### src/rtl/rbi_ram.sv
// generic simple dual-port ram with registered read
`timescale 1ns / 1ps
module rbi_ram #(
	parameter int WIDTH = 8,
	parameter int DEPTH = 64
) (
	input  logic                     clk,
	input  logic                     we,
	input  logic [$clog2(DEPTH)-1:0] waddr,
	input  logic [WIDTH-1:0]         wdata,
	input  logic [$clog2(DEPTH)-1:0] raddr,
	output logic [WIDTH-1:0]         rdata
);
	logic [WIDTH-1:0] mem [DEPTH];
	logic [WIDTH-1:0] rdata_q;

	always_ff @(posedge clk) begin
		if (we) begin
			mem[waddr] <= wdata;
		end
		rdata_q <= mem[raddr];
	end

	assign rdata = rdata_q;
endmodule

### config.mk
export PLATFORM = sky130hd
export DESIGN_NAME = rbi_ram
export DESIGN_NICKNAME = d
export VERILOG_FILES = /design/src/rtl/rbi_ram.sv
export SDC_FILE = /design/constraint.sdc
export NUM_CORES = 1
export LEC_CHECK = 0
export BUFFER_PORTS_ARGS = -buffer_cell sky130_fd_sc_hd__buf_2
export CORE_UTILIZATION = 60
export DETAILED_ROUTE_END_ITERATION = 7
export PLACE_DENSITY_LB_ADDON = 0.12
export SLEW_MARGIN = 25
export SYNTH_ARGS = -nofsm -noshare
export SYNTH_HDL_FRONTEND = slang
export SYNTH_SLANG_ARGS = --single-unit
### constraint.sdc
create_clock -name clk -period 4.51 [get_ports clk]
set_input_delay 0 -clock clk [delete_from_list [all_inputs] [get_ports clk]]
set_output_delay 0 -clock clk [all_outputs]
set_load 0.01 [all_outputs]
# Word level (Yosys, flattened, before mapping)
# Memory sizes are Yosys's and may differ from the RTL's. A register that Yosys moved wholly into a read port is not among the register bits.
# Index checks and enable logic that the tools add are counted.
# op_classes
n_mux,2
# op_table
cell,n
two-way mux 1 bit,2
# totals
output_inout_bits,8
ff_bits,0
mem_bits_rw,512
inputBits,22
memories,1
wordCells,3
# mem_list
name,words,width,read_ports,rd_clocked_by_memory_dff,write_ports,line,text
mem,64,8,1,1,1,14,logic [WIDTH-1:0] mem [DEPTH];

# Depth between registers and ports, before layout
# Gate-level depths: netlist of run 1.
# depth
ltp_word,2
depth_mapped,9
ltp_nobuf,5

# Worst setup path before layout of run 1
# No wires, ideal clock.
# synth_timing
path_type,flip-flop to flip-flop
from,memory mem[29][4]
to,"register rdata_q[4], in the netlist rdata[4] (read register of mem)"
path_buffers,0
stages_incl_launch_ff,6
t_arrival_ns,1.560
setup_ns,0.132
required_time_ns,4.378
path_slack_ns,2.818
synth_period_minus_slack_ns,1.692
path_cell_list,edfxtp_1 mux4_2 mux2_2 o221a_2 nor3_1 o32ai_1
# synth_rtl
element,line,text
"start, declared",14,
"end, declared",15,logic [WIDTH-1:0] rdata_q;

==> impl_metrics.py, run 1 <==
metrics = {
    "drt": {
        "via_per_inst": 6.50,
        "vias": 9556,
        "routed_wirelength_mm": 42.2,
        "drc": 0,
        "wl_per_cell_um": 28.7,
        "antenna_left": 0,
        "drt-initial-drc-count": 1144,
        "firstDrtPassIters": 5,
    },
    "worst_setup_path": {
        "ff2ff_setup_slack_ns": 2.26,
        "critPathRequiredTime_ns": 4.89,
        "path_cells": "mux4_2 -> nor2b_1 -> a2111oi_0 -> o41ai_1",
        "cpMaxStageDelayCell": "a2111oi_0",
        "endpoint_kind": "register",
        "crit_arrival_ns": 2.63,
        "start_kind": "register",
        "r2r_end": "rdata[5]",
        "crit_path_max_fanout": 1,
        "worst-r2r-cell-count": 4,
        "path_class": "register to register",
        "critPathLaunch": "mem[3][5]",
        "r2r-start": "mem[3][5]",
        "max_stage_delay_ns": 0.83,
    },
    "pwr": {
        "power_density_nw_per_um2": 442,
        "p_total_mw": 9.88,
        "ir_drop_mv": 0.404,
        "p_leak_nw": 6.96,
    },
    "synthesis": {
        "dominantRegCellSynth": "edfxtp_1",
        "synth_area_per_cell_um2": 21.5,
        "synthTopCellsByArea": "edfxtp_1 76%, mux4_2 14%, nor2_1 1.5%, mux2i_1 1.1%, dfxtp_1 0.79%",
        "synth.distinct_cells": 40,
        "synth_area_um2": 20200,
        "synth-async-reset-ratio_pct": 0,
        "synth_top_cell_by_area": "edfxtp_1",
        "synth_edf_count": 512,
        "synth_top_area_share_pct": 76.2,
        "synth_cells": 940,
        "yosysWarnings": 0,
        "seq_area_frac_synth_pct": 77.0,
        "synth_seq_cells": 520,
        "synth_fp_nets": 962,
    },
    "min_path": {
        "min_to": "mem[50][7]",
        "hold_class": "input pin to register",
        "holdPathStages": 1,
        "worstHoldStart": "wdata[7]",
    },
    "floorplan": {
        "pin_count": 30,
        "die_w_um": 185,
        "core_um2": 32800,
        "die_area_um2": 34300,
        "start_util_pct": 61.5,
        "fp.dieH_um": 185,
        "rows": 66,
    },
    "grt": {
        "gr-total-overflow": 0,
        "antenna_found_initial": 0,
        "grt_use_total_pct": 25.9,
        "grt_pass1_vias": 9964,
        "grt_max_degree": 67,
        "grt_pass1_wl_mm": 63.0,
    },
    "timing": {
        "timing.slew.headroom_pct": 34.5,
        "hold_viol": 0,
        "setup_viol": 0,
        "rsz0062_at_grt": "false",
        "fmax_mhz": 444,
        "slew_violations": 0,
        "skew_ns": 0.0106,
        "tns_ns": 0,
        "finalCritPeriodShare_pct": 50.0,
        "finalCriticalPeriod_ns": 2.25,
        "worst_slew_pin_slew_ns": 0.979,
    },
    "finish": {
        "drive_above_1_share_pct": 25.4,
        "fin_util_pct": 68.2,
        "fill_cells": 2066,
        "antenna_cells": 0,
        "syn2layout_area_growth_pct": 10.8,
        "final_net_count": 1012,
    },
    "run": {
        "maxCapViolCount": 0,
    },
    "cts": {
        "clockBufferDepth": 3,
        "cts_resized": 0,
        "htreeDepth": 2,
        "path_clk_slew_ns": 0.06,
        "clk_latency_ns": 0.55,
        "numCtsBuffers": 51,
        "clock_sinks": 520,
        "cts_root_buf": "clkbuf_16",
        "cts_tree": "built",
    },
    "run_status": {
        "status": "finished clean",
    },
    "placement": {
        "dpl.hpwl_mm": 25.5,
        "place.gp.congestion": 0.846,
        "port_buffers": 29,
    },
}
## layer usage
metal  up-vias  track usage (%)  share of wire (%)
li1       4033                -                  -
met1      4994             36.7                 40
met2       453             42.1                 50
met3        76             4.01                7.3
met4         0             7.74                2.5
met5         -                0                  0
## power breakdown
| part | internal, mW | switching (mW) |
|---|---|---|
| registers | 5.35 | 0.0157 |
| logic | 0.182 | 0.294 |
| clock network | 2.31 | 1.73 |
| total | 7.84 | 2.04 |
## cells by family after synthesis
family	count (synthesis)	share of synthesized area (%)
multiplexers	162	15.9
buffers and inverters	51	1.57
AND/OR/NAND/NOR	153	3.39
AO/OA/AOI/OAI	54	2.07
flip-flops	520	77.0
## metrics by stage
stage | worst slack, ns | cell area [um^2] | hold WS, ns | std cells
final | 2.26 | 22300 | 0.00589 | 1470
after CTS | 2.27 | 22300 | 0.0984 | 1470
after global routing | 2.12 | 22300 | 0.0195 | 1470
after global placement | 1.76 | 20700 | 0.412 | 1373
after detailed placement | 1.73 | 20700 | 0.416 | 1374
after floorplan | 2.82 | 20200 | 0.0989 | 940
## layout make-up
type / count / area (um^2) / area share (%)
well taps: 442 / 553 / 2.48
repair buffers: 48 / 337 / 1.51
multi-input cells: 369 / 4330 / 19.4
clock buffers: 60 / 1350 / 6.05
clock inverters: 31 / 240 / 1.08
flip-flops and latches: 520 / 15500 / 69.5
## cell usage in the layout (no fill, tap or decap), types with 3 or more instances in the layout
cell / instances
o2bb2ai_1: 3
clkinv_1: 9
mux4_2: 126
mux2_2: 13
edfxtp_1: 512
o22ai_1: 8
nor2_1: 83
buf_4: 19
dfxtp_1: 8
dlygate4sd3_1: 5
bufinv_16: 3
nand3_1: 13
buf_2: 22
nand2b_1: 7
nand2_1: 19
nor3_1: 5
clkinv_2: 15
a22oi_1: 3
a21oi_1: 3
a211oi_1: 4
nor2b_1: 14
o2111ai_1: 3
nand3b_1: 3
clkbuf_16: 53
o221ai_1: 8
clkbuf_1: 7
a221oi_1: 6
mux2i_1: 23
## synth_stat cells (11+ instances only)
cell type    n
edfxtp_1   512
mux4_2     126
nor2_1      83
mux2i_1     23
nand2_1     19
clkbuf_1    17
nor2b_1     14
buf_4       13
mux2_2      13
nand3_1     13
buf_2       11
## worst max path at each step
stage	end	slack (ns)	cells past startpoint
after floorplan	rdata[4]	2.82	5
after global placement	rdata[6]	1.76	6
after detailed placement	rdata[6]	1.73	6
after CTS	rdata[5]	2.27	4
after global routing	rdata[5]	2.12	4
final	rdata[5]	2.26	4
## flip-flops by register name (all words and copies together), names as in the netlist
name   cells
mem      512
rdata      8
## critical path: cells and delay by family, from the launching register on
| family | cells | cell delay, ns |
|---|---|---|
| compound gates | 2 | 1.09 |
| mux | 1 | 0.47 |
| flops | 1 | 0.37 |
| simple gates | 1 | 0.14 |
## repair_timing
item	4_1_cts	5_1_grt
hold endpoints to repair	48	0
hold buffers	5	0
buffers inserted	0	0
No activity file was read; power rests on OpenSTA's default activity.
==> inputs of run 2 (changes only) <==
--- a/config.mk
+++ b/config.mk
@@ -5,6 +5,7 @@
 export SDC_FILE = /design/constraint.sdc
 export NUM_CORES = 1
 export LEC_CHECK = 0
+export ABC_AREA = 1
 export BUFFER_PORTS_ARGS = -buffer_cell sky130_fd_sc_hd__buf_2
 export CORE_UTILIZATION = 60
 export DETAILED_ROUTE_END_ITERATION = 7
==> constraint.sdc (replaced) <==
create_clock -name clk -period 2.1 [get_ports clk]
set_input_delay 0 -clock clk [delete_from_list [all_inputs] [get_ports clk]]
set_output_delay 0 -clock clk [all_outputs]
set_load 0.01 [all_outputs]
==> run 2 against run 1 <==
Against the previous run: combinational power increased to 3.0 times the previous value; critical path depth increased by 5; die area is 5.7% higher; clock skew is 0.0017 ns higher; largest cell class unchanged; largest power group unchanged; highest routed layer unchanged.
==> impl_metrics.py, run 2 <==
metrics = {
    "pwr": {
        "power_density_nw_per_um2": 888,
        "ir_drop_mv": 0.763,
        "clock_power_share_pct": 39.1,
        "switching_share_pct": 22.0,
        "p_switching_mw": 4.68,
        "power_frac_seq_pct": 54.2,
        "p_leak_nw": 8.83,
        "power.internal_mw": 16.6,
        "p_comb_share_pct": 6.7,
        "p_total_mw": 21.3,
    },
    "cts": {
        "cts_root_buf": "clkbuf_16",
        "htreeDepth": 2,
        "clock_sinks": 520,
        "cts_tree": "built",
        "postCtsSetupBuffers": 0,
        "clockBufferDepth": 3,
        "cts_resized": 0,
        "path_clk_slew_ns": 0.06,
        "clk_latency_ns": 0.57,
        "numCtsBuffers": 50,
    },
    "drt": {
        "drt-initial-drc-count": 1561,
        "antenna_left": 0,
        "via_per_inst": 5.89,
        "drc": 0,
        "wl_per_cell_um": 21.9,
        "routed_wirelength_mm": 52.5,
        "firstDrtPassIters": 7,
        "vias": 14100,
    },
    "grt": {
        "grt_pass1_vias": 13600,
        "gr-total-overflow": 0,
        "grt_max_degree": 95,
        "antenna_found_initial": 0,
        "grt_use_total_pct": 29.8,
        "grt_pass1_wl_mm": 80.1,
    },
    "min_path": {
        "hold_class": "input pin to register",
        "min_to": "mem[48][2]",
        "holdPathStages": 1,
        "worstHoldStart": "wdata[2]",
    },
    "finish": {
        "layout_common_cells": "648 x nand2_1, 512 x edfxtp_1, 439 x nand3_1",
        "mostFrequentLayoutCell": "nand2_1",
        "top_register": "mem",
        "instances_no_fill": 2396,
        "final_net_count": 1924,
        "syn2layout_area_growth_pct": 12.3,
        "fill_cells": 2492,
        "largest_reg_flops": 512,
        "drive_above_1_share_pct": 11.0,
    },
    "run": {
        "maxCapViolCount": 0,
    },
    "worst_setup_path": {
        "cp_top_family": "simple AND/OR/NAND/NOR gates",
        "r2r-start": "mem[33][4]",
        "crit_arrival_ns": 2.26,
        "path_class": "register to register",
        "ff2ff_setup_slack_ns": 0.30,
        "crit_path_max_fanout": 1,
        "path_cells": "nand2_1 -> nand3_1 -> nand3_1 -> nand2_1 -> nand2_1 -> nand3_1 -> nand3_1 -> dlygate4sd3_1 -> nand2_1",
        "r2r_end": "rdata[4]",
        "critPathBufInv": 1,
        "max_stage_delay_ns": 0.55,
        "worst-r2r-cell-count": 9,
        "cpMaxStageDelayCell": "dlygate4sd3_1",
        "start_kind": "register",
        "critPathRequiredTime_ns": 2.56,
        "endpoint_kind": "register",
    },
    "synthesis": {
        "seq_area_frac_synth_pct": 72.8,
        "synth_cells": 1805,
        "synth_seq_cells": 520,
        "synth.distinct_cells": 16,
        "synth_edf_count": 512,
        "synth_area_per_cell_um2": 11.8,
        "synth_fp_nets": 1827,
        "synth_area_um2": 21300,
        "synth-async-reset-ratio_pct": 0,
        "synth.top_cells.by_count": "648 x nand2_1, 512 x edfxtp_1, 439 x nand3_1, 56 x nor2_1, 37 x buf_2",
        "dominantRegCellSynth": "edfxtp_1",
        "synth_top_area_share_pct": 72.0,
        "synthMostInstantiatedCell": "nand2_1",
        "synth_top_cell_by_area": "edfxtp_1",
        "synthTopCellsByArea": "edfxtp_1 72%, nand2_1 11%, nand3_1 10%, buf_6 1.8%, nor2_1 0.99%",
        "yosysWarnings": 0,
    },
    "timing": {
        "skew_ns": 0.0122,
        "tns_ns": 0,
        "fmax_mhz": 555,
        "worst_slack_ns": 0.299,
        "timing.slew.headroom_pct": 50.6,
        "setup_viol": 0,
        "finalCritPeriodShare_pct": 85.7,
        "slew_violations": 0,
        "rsz0062_at_grt": "false",
        "finalCriticalPeriod_ns": 1.80,
        "worst_slew_pin_slew_ns": 0.741,
        "hold_viol": 0,
    },
    "floorplan": {
        "core_um2": 34800,
        "start_util_pct": 61.3,
        "die_w_um": 191,
        "die_area_um2": 36300,
        "rows": 68,
        "fp.dieH_um": 191,
        "pin_count": 30,
    },
    "run_status": {
        "status": "finished clean",
    },
    "placement": {
        "post-place-ws_ns": 0.471,
        "port_buffers": 29,
        "dpl.hpwl_mm": 31.8,
        "place.gp.congestion": 0.963,
        "dp_cells": 2297,
    },
}
[run 2: cell families after synthesis]
| kind of cell | share of synthesized area (%) |
|---|---|
| simple gates | 23.2 |
| flops | 72.8 |
| buf+inv | 4.02 |
[run 2: worst max-delay path by stage]
stage | endpoint | cells after the start | slack, ns | startpoint
after floorplan | mem[48][0] | 3 | 0.33 | we
after global placement | rdata[6] | 10 | 0.49 | raddr[1]
after detailed placement | rdata[7] | 9 | 0.47 | raddr[1]
after CTS | rdata[4] | 9 | 0.32 | mem[33][4]
after global routing | rdata[4] | 9 | 0.21 | mem[33][4]
final | rdata[4] | 9 | 0.30 | mem[33][4]
[run 2: metal layers]
layer | vias to the layer above | share of wire [%] | global-route usage, %
li1 | 6550 | - | -
met1 | 6823 | 42 | 44.9
met2 | 652 | 46 | 46.0
met3 | 85 | 9.1 | 3.70
met4 | 0 | 2.3 | 8.95
met5 | - | 0 | 0
[run 2: through the flow]
| step | cell area [um^2] | hold WS (ns) | utilization [%] |
|---|---|---|---|
| 6_report | 24000 | 0.0235 | 68.9 |
| 5_1_grt | 24000 | 0.0416 | 68.9 |
| 4_1_cts | 24000 | 0.0199 | 68.9 |
| 3_5_place_dp | 22400 | 0.378 | 64.3 |
| 3_3_place_gp | 22400 | 0.383 | 64.3 |
| 2_1_floorplan | 21300 | 0.0989 | - |
[run 2: power by group through the flow]
stage          clock (mW)  combinational [mW]  sequential [mW]
6_report             8.32                1.43             11.5
5_1_grt              8.80                1.54             11.5
4_1_cts              8.41                1.41             11.5
3_5_place_dp            0                1.39             11.7
3_3_place_gp            0                1.37             11.7
2_1_floorplan           0               0.807             11.7
[run 2: final cells by class]
| type | count | area [um^2] | share of cell area (%) |
|---|---|---|---|
| multi-input cells | 1160 | 4950 | 20.6 |
| repair buffers | 158 | 1370 | 5.70 |
| clock buffers | 70 | 1390 | 5.80 |
| inverters | 12 | 52.6 | 0.219 |
| flip-flops and latches | 520 | 15500 | 64.8 |
| well taps | 455 | 569 | 2.37 |
| clock inverters | 20 | 109 | 0.454 |
| diodes | 1 | 2.50 | 0.0104 |
[run 2: timing repair]
item / CTS / global route
hold endpoints to repair: 192 / 0
endpoints found under the setup margin: 0 / 0
hold buffers: 8 / 0
[run 2: worst reg2reg max path, cell delays in order, from the launching register on]
cell,delay [ns]
edfxtp_1,0.36
nand2_1,0.07
nand3_1,0.15
nand3_1,0.13
nand2_1,0.09
nand2_1,0.08
nand3_1,0.13
nand3_1,0.10
dlygate4sd3_1,0.55
nand2_1,0.05
==> inputs of run 3 (changes only) <==
--- a/config.mk
+++ b/config.mk
@@ -5,7 +5,7 @@
 export SDC_FILE = /design/constraint.sdc
 export NUM_CORES = 1
 export LEC_CHECK = 0
-export ABC_AREA = 1
+export ABC_AREA = 0
 export BUFFER_PORTS_ARGS = -buffer_cell sky130_fd_sc_hd__buf_2
 export CORE_UTILIZATION = 60
 export DETAILED_ROUTE_END_ITERATION = 7
==> run 3 against run 2 <==
Against the previous run: worst setup slack got worse by 0.29 ns; first-iteration DRC count decreased by 22%; clock power increased by 7.9%; critical path type unchanged; largest power group unchanged; power increased by 1.9%; clock-buffer cell count decreased by 1; register-to-register slack got worse by 0.29 ns; combinational power decreased by 18%; wire length decreased by 13%; flip-flop and latch count unchanged; final cell count decreased by 33%; cell area decreased by 2.2%.
==> impl_metrics.py, run 3 (same netlist as run 1, synthesis figures left out) <==
metrics = {
    "timing": {
        "worst_slack_ns": 0.00803,
        "rsz0062_at_grt": "false",
        "slew_violations": 0,
        "timing.slew.headroom_pct": 49.3,
        "worst_slew_pin_slew_ns": 0.760,
        "setup_viol": 0,
        "finalCritPeriodShare_pct": 99.6,
        "hold_viol": 0,
        "fin_hold_ws_ns": 0.0106,
        "fmax_mhz": 478,
        "skew_ns": 0.0190,
        "finalCriticalPeriod_ns": 2.09,
    },
    "drt": {
        "vias": 10300,
        "via_per_inst": 6.41,
        "drc": 0,
        "firstDrtPassIters": 5,
        "wl_per_cell_um": 28.6,
        "drt-initial-drc-count": 1224,
        "antenna_left": 0,
        "routed_wirelength_mm": 45.7,
    },
    "worst_setup_path": {
        "cp_top_family": "multiplexers",
        "ff2ff_setup_slack_ns": 0.008,
        "critPathBufInv": 0,
        "crit_arrival_ns": 2.52,
        "path_class": "register to register",
        "cpMaxStageDelayCell": "mux4_2",
        "r2r_end": "rdata[4]",
        "max_stage_delay_ns": 0.49,
        "path_cells": "mux4_2 -> mux2_2 -> o221a_2 -> nor3_1 -> o32ai_1",
        "worst-r2r-cell-count": 5,
        "endpoint_kind": "register",
        "crit_path_max_fanout": 1,
        "critPathRequiredTime_ns": 2.53,
        "r2r-start": "mem[21][4]",
        "start_kind": "register",
    },
    "floorplan": {
        "pin_count": 30,
        "rows": 66,
        "die_area_um2": 34300,
        "core_um2": 32800,
        "fp.dieH_um": 185,
        "die_w_um": 185,
        "start_util_pct": 61.5,
    },
    "placement": {
        "port_buffers": 29,
        "dp_cells": 1498,
        "post-place-ws_ns": -0.191,
        "dpl.hpwl_mm": 29.6,
        "place.gp.congestion": 0.856,
    },
    "grt": {
        "grt_use_total_pct": 27.8,
        "grt_pass1_vias": 10500,
        "grt_max_degree": 65,
        "grt_pass1_wl_mm": 67.1,
        "antenna_found_initial": 4,
        "gr-total-overflow": 0,
    },
    "cts": {
        "path_clk_slew_ns": 0.06,
        "cts_root_buf": "clkbuf_16",
        "clock_sinks": 520,
        "clockBufferDepth": 3,
        "cts_tree": "built",
        "clk_latency_ns": 0.56,
        "postCtsSetupBuffers": 0,
        "htreeDepth": 2,
        "numCtsBuffers": 50,
    },
    "pwr": {
        "power_density_nw_per_um2": 925,
        "p_total_mw": 21.7,
        "ir_drop_mv": 0.722,
        "p_leak_nw": 7.65,
    },
    "min_path": {
        "hold_class": "input pin to register",
        "min_to": "mem[51][7]",
        "worstHoldStart": "wdata[7]",
        "holdPathStages": 1,
    },
    "finish": {
        "layout_common_cells": "512 x edfxtp_1, 133 x buf_4, 126 x mux4_2",
        "fill_cells": 1933,
        "mostFrequentLayoutCell": "edfxtp_1",
        "fin_util_pct": 71.5,
        "final_net_count": 1137,
        "syn2layout_area_growth_pct": 16.2,
        "drive_above_1_share_pct": 33.0,
        "instances_no_fill": 1600,
        "top_register": "mem",
        "largest_reg_flops": 512,
    },
    "run": {
        "maxCapViolCount": 0,
    },
    "run_status": {
        "status": "finished clean",
    },
}
[run 3: what timing repair did]
item,CTS,global route
hold buffers,7,0
hold endpoints to repair,71,0
gates resized for setup,1,0
endpoints found under the setup margin,1,0
[run 3: stage by stage]
| stage | area (um^2) | TNS (ns) |
|---|---|---|
| finish | 23400 | 0 |
| global route | 23400 | 0 |
| CTS | 23400 | 0 |
| detailed placement | 21700 | -0.216 |
| global placement | 21700 | -0.158 |
| floorplan | 20200 | 0 |
[run 3: final cells by class]
class	count	area (um^2)	share of cell area [%]
diodes	2	5.00	0.0214
well taps	442	553	2.36
repair buffers	174	1370	5.84
clock buffers	69	1410	6.00
multi-input cells	369	4320	18.4
flip-flops and latches	520	15500	66.3
clock inverters	24	253	1.08
[run 3: where the power goes]
part	total (mW)	leakage, nW	switching (mW)	internal (mW)
logic	1.17	2.18	0.688	0.478
registers	11.5	4.67	0.0424	11.5
clock network	8.98	0.804	3.68	5.30
total	21.7	7.65	4.41	17.3
[run 3: worst max path at each step]
stage / startpoint / to / slack [ns] / depth (start not counted)
after detailed placement: raddr[1] / rdata[7] / -0.19 / 6
after global placement: raddr[0] / rdata[7] / -0.14 / 6
after CTS: mem[21][6] / rdata[6] / 0.009 / 5
after floorplan: mem[29][4] / rdata[4] / 0.41 / 5
final: mem[21][4] / rdata[4] / 0.008 / 5
after global routing: mem[21][6] / rdata[6] / 0.01 / 5
[run 3: metal layers]
metal  global-route usage, %  share of wire [%]  up-vias
li1                        -                  -     4276
met1                    39.4                 40     5387
met2                    45.2                 49      525
met3                    3.83                8.0       70
met4                    9.19                2.6        0
met5                       0                  0        -
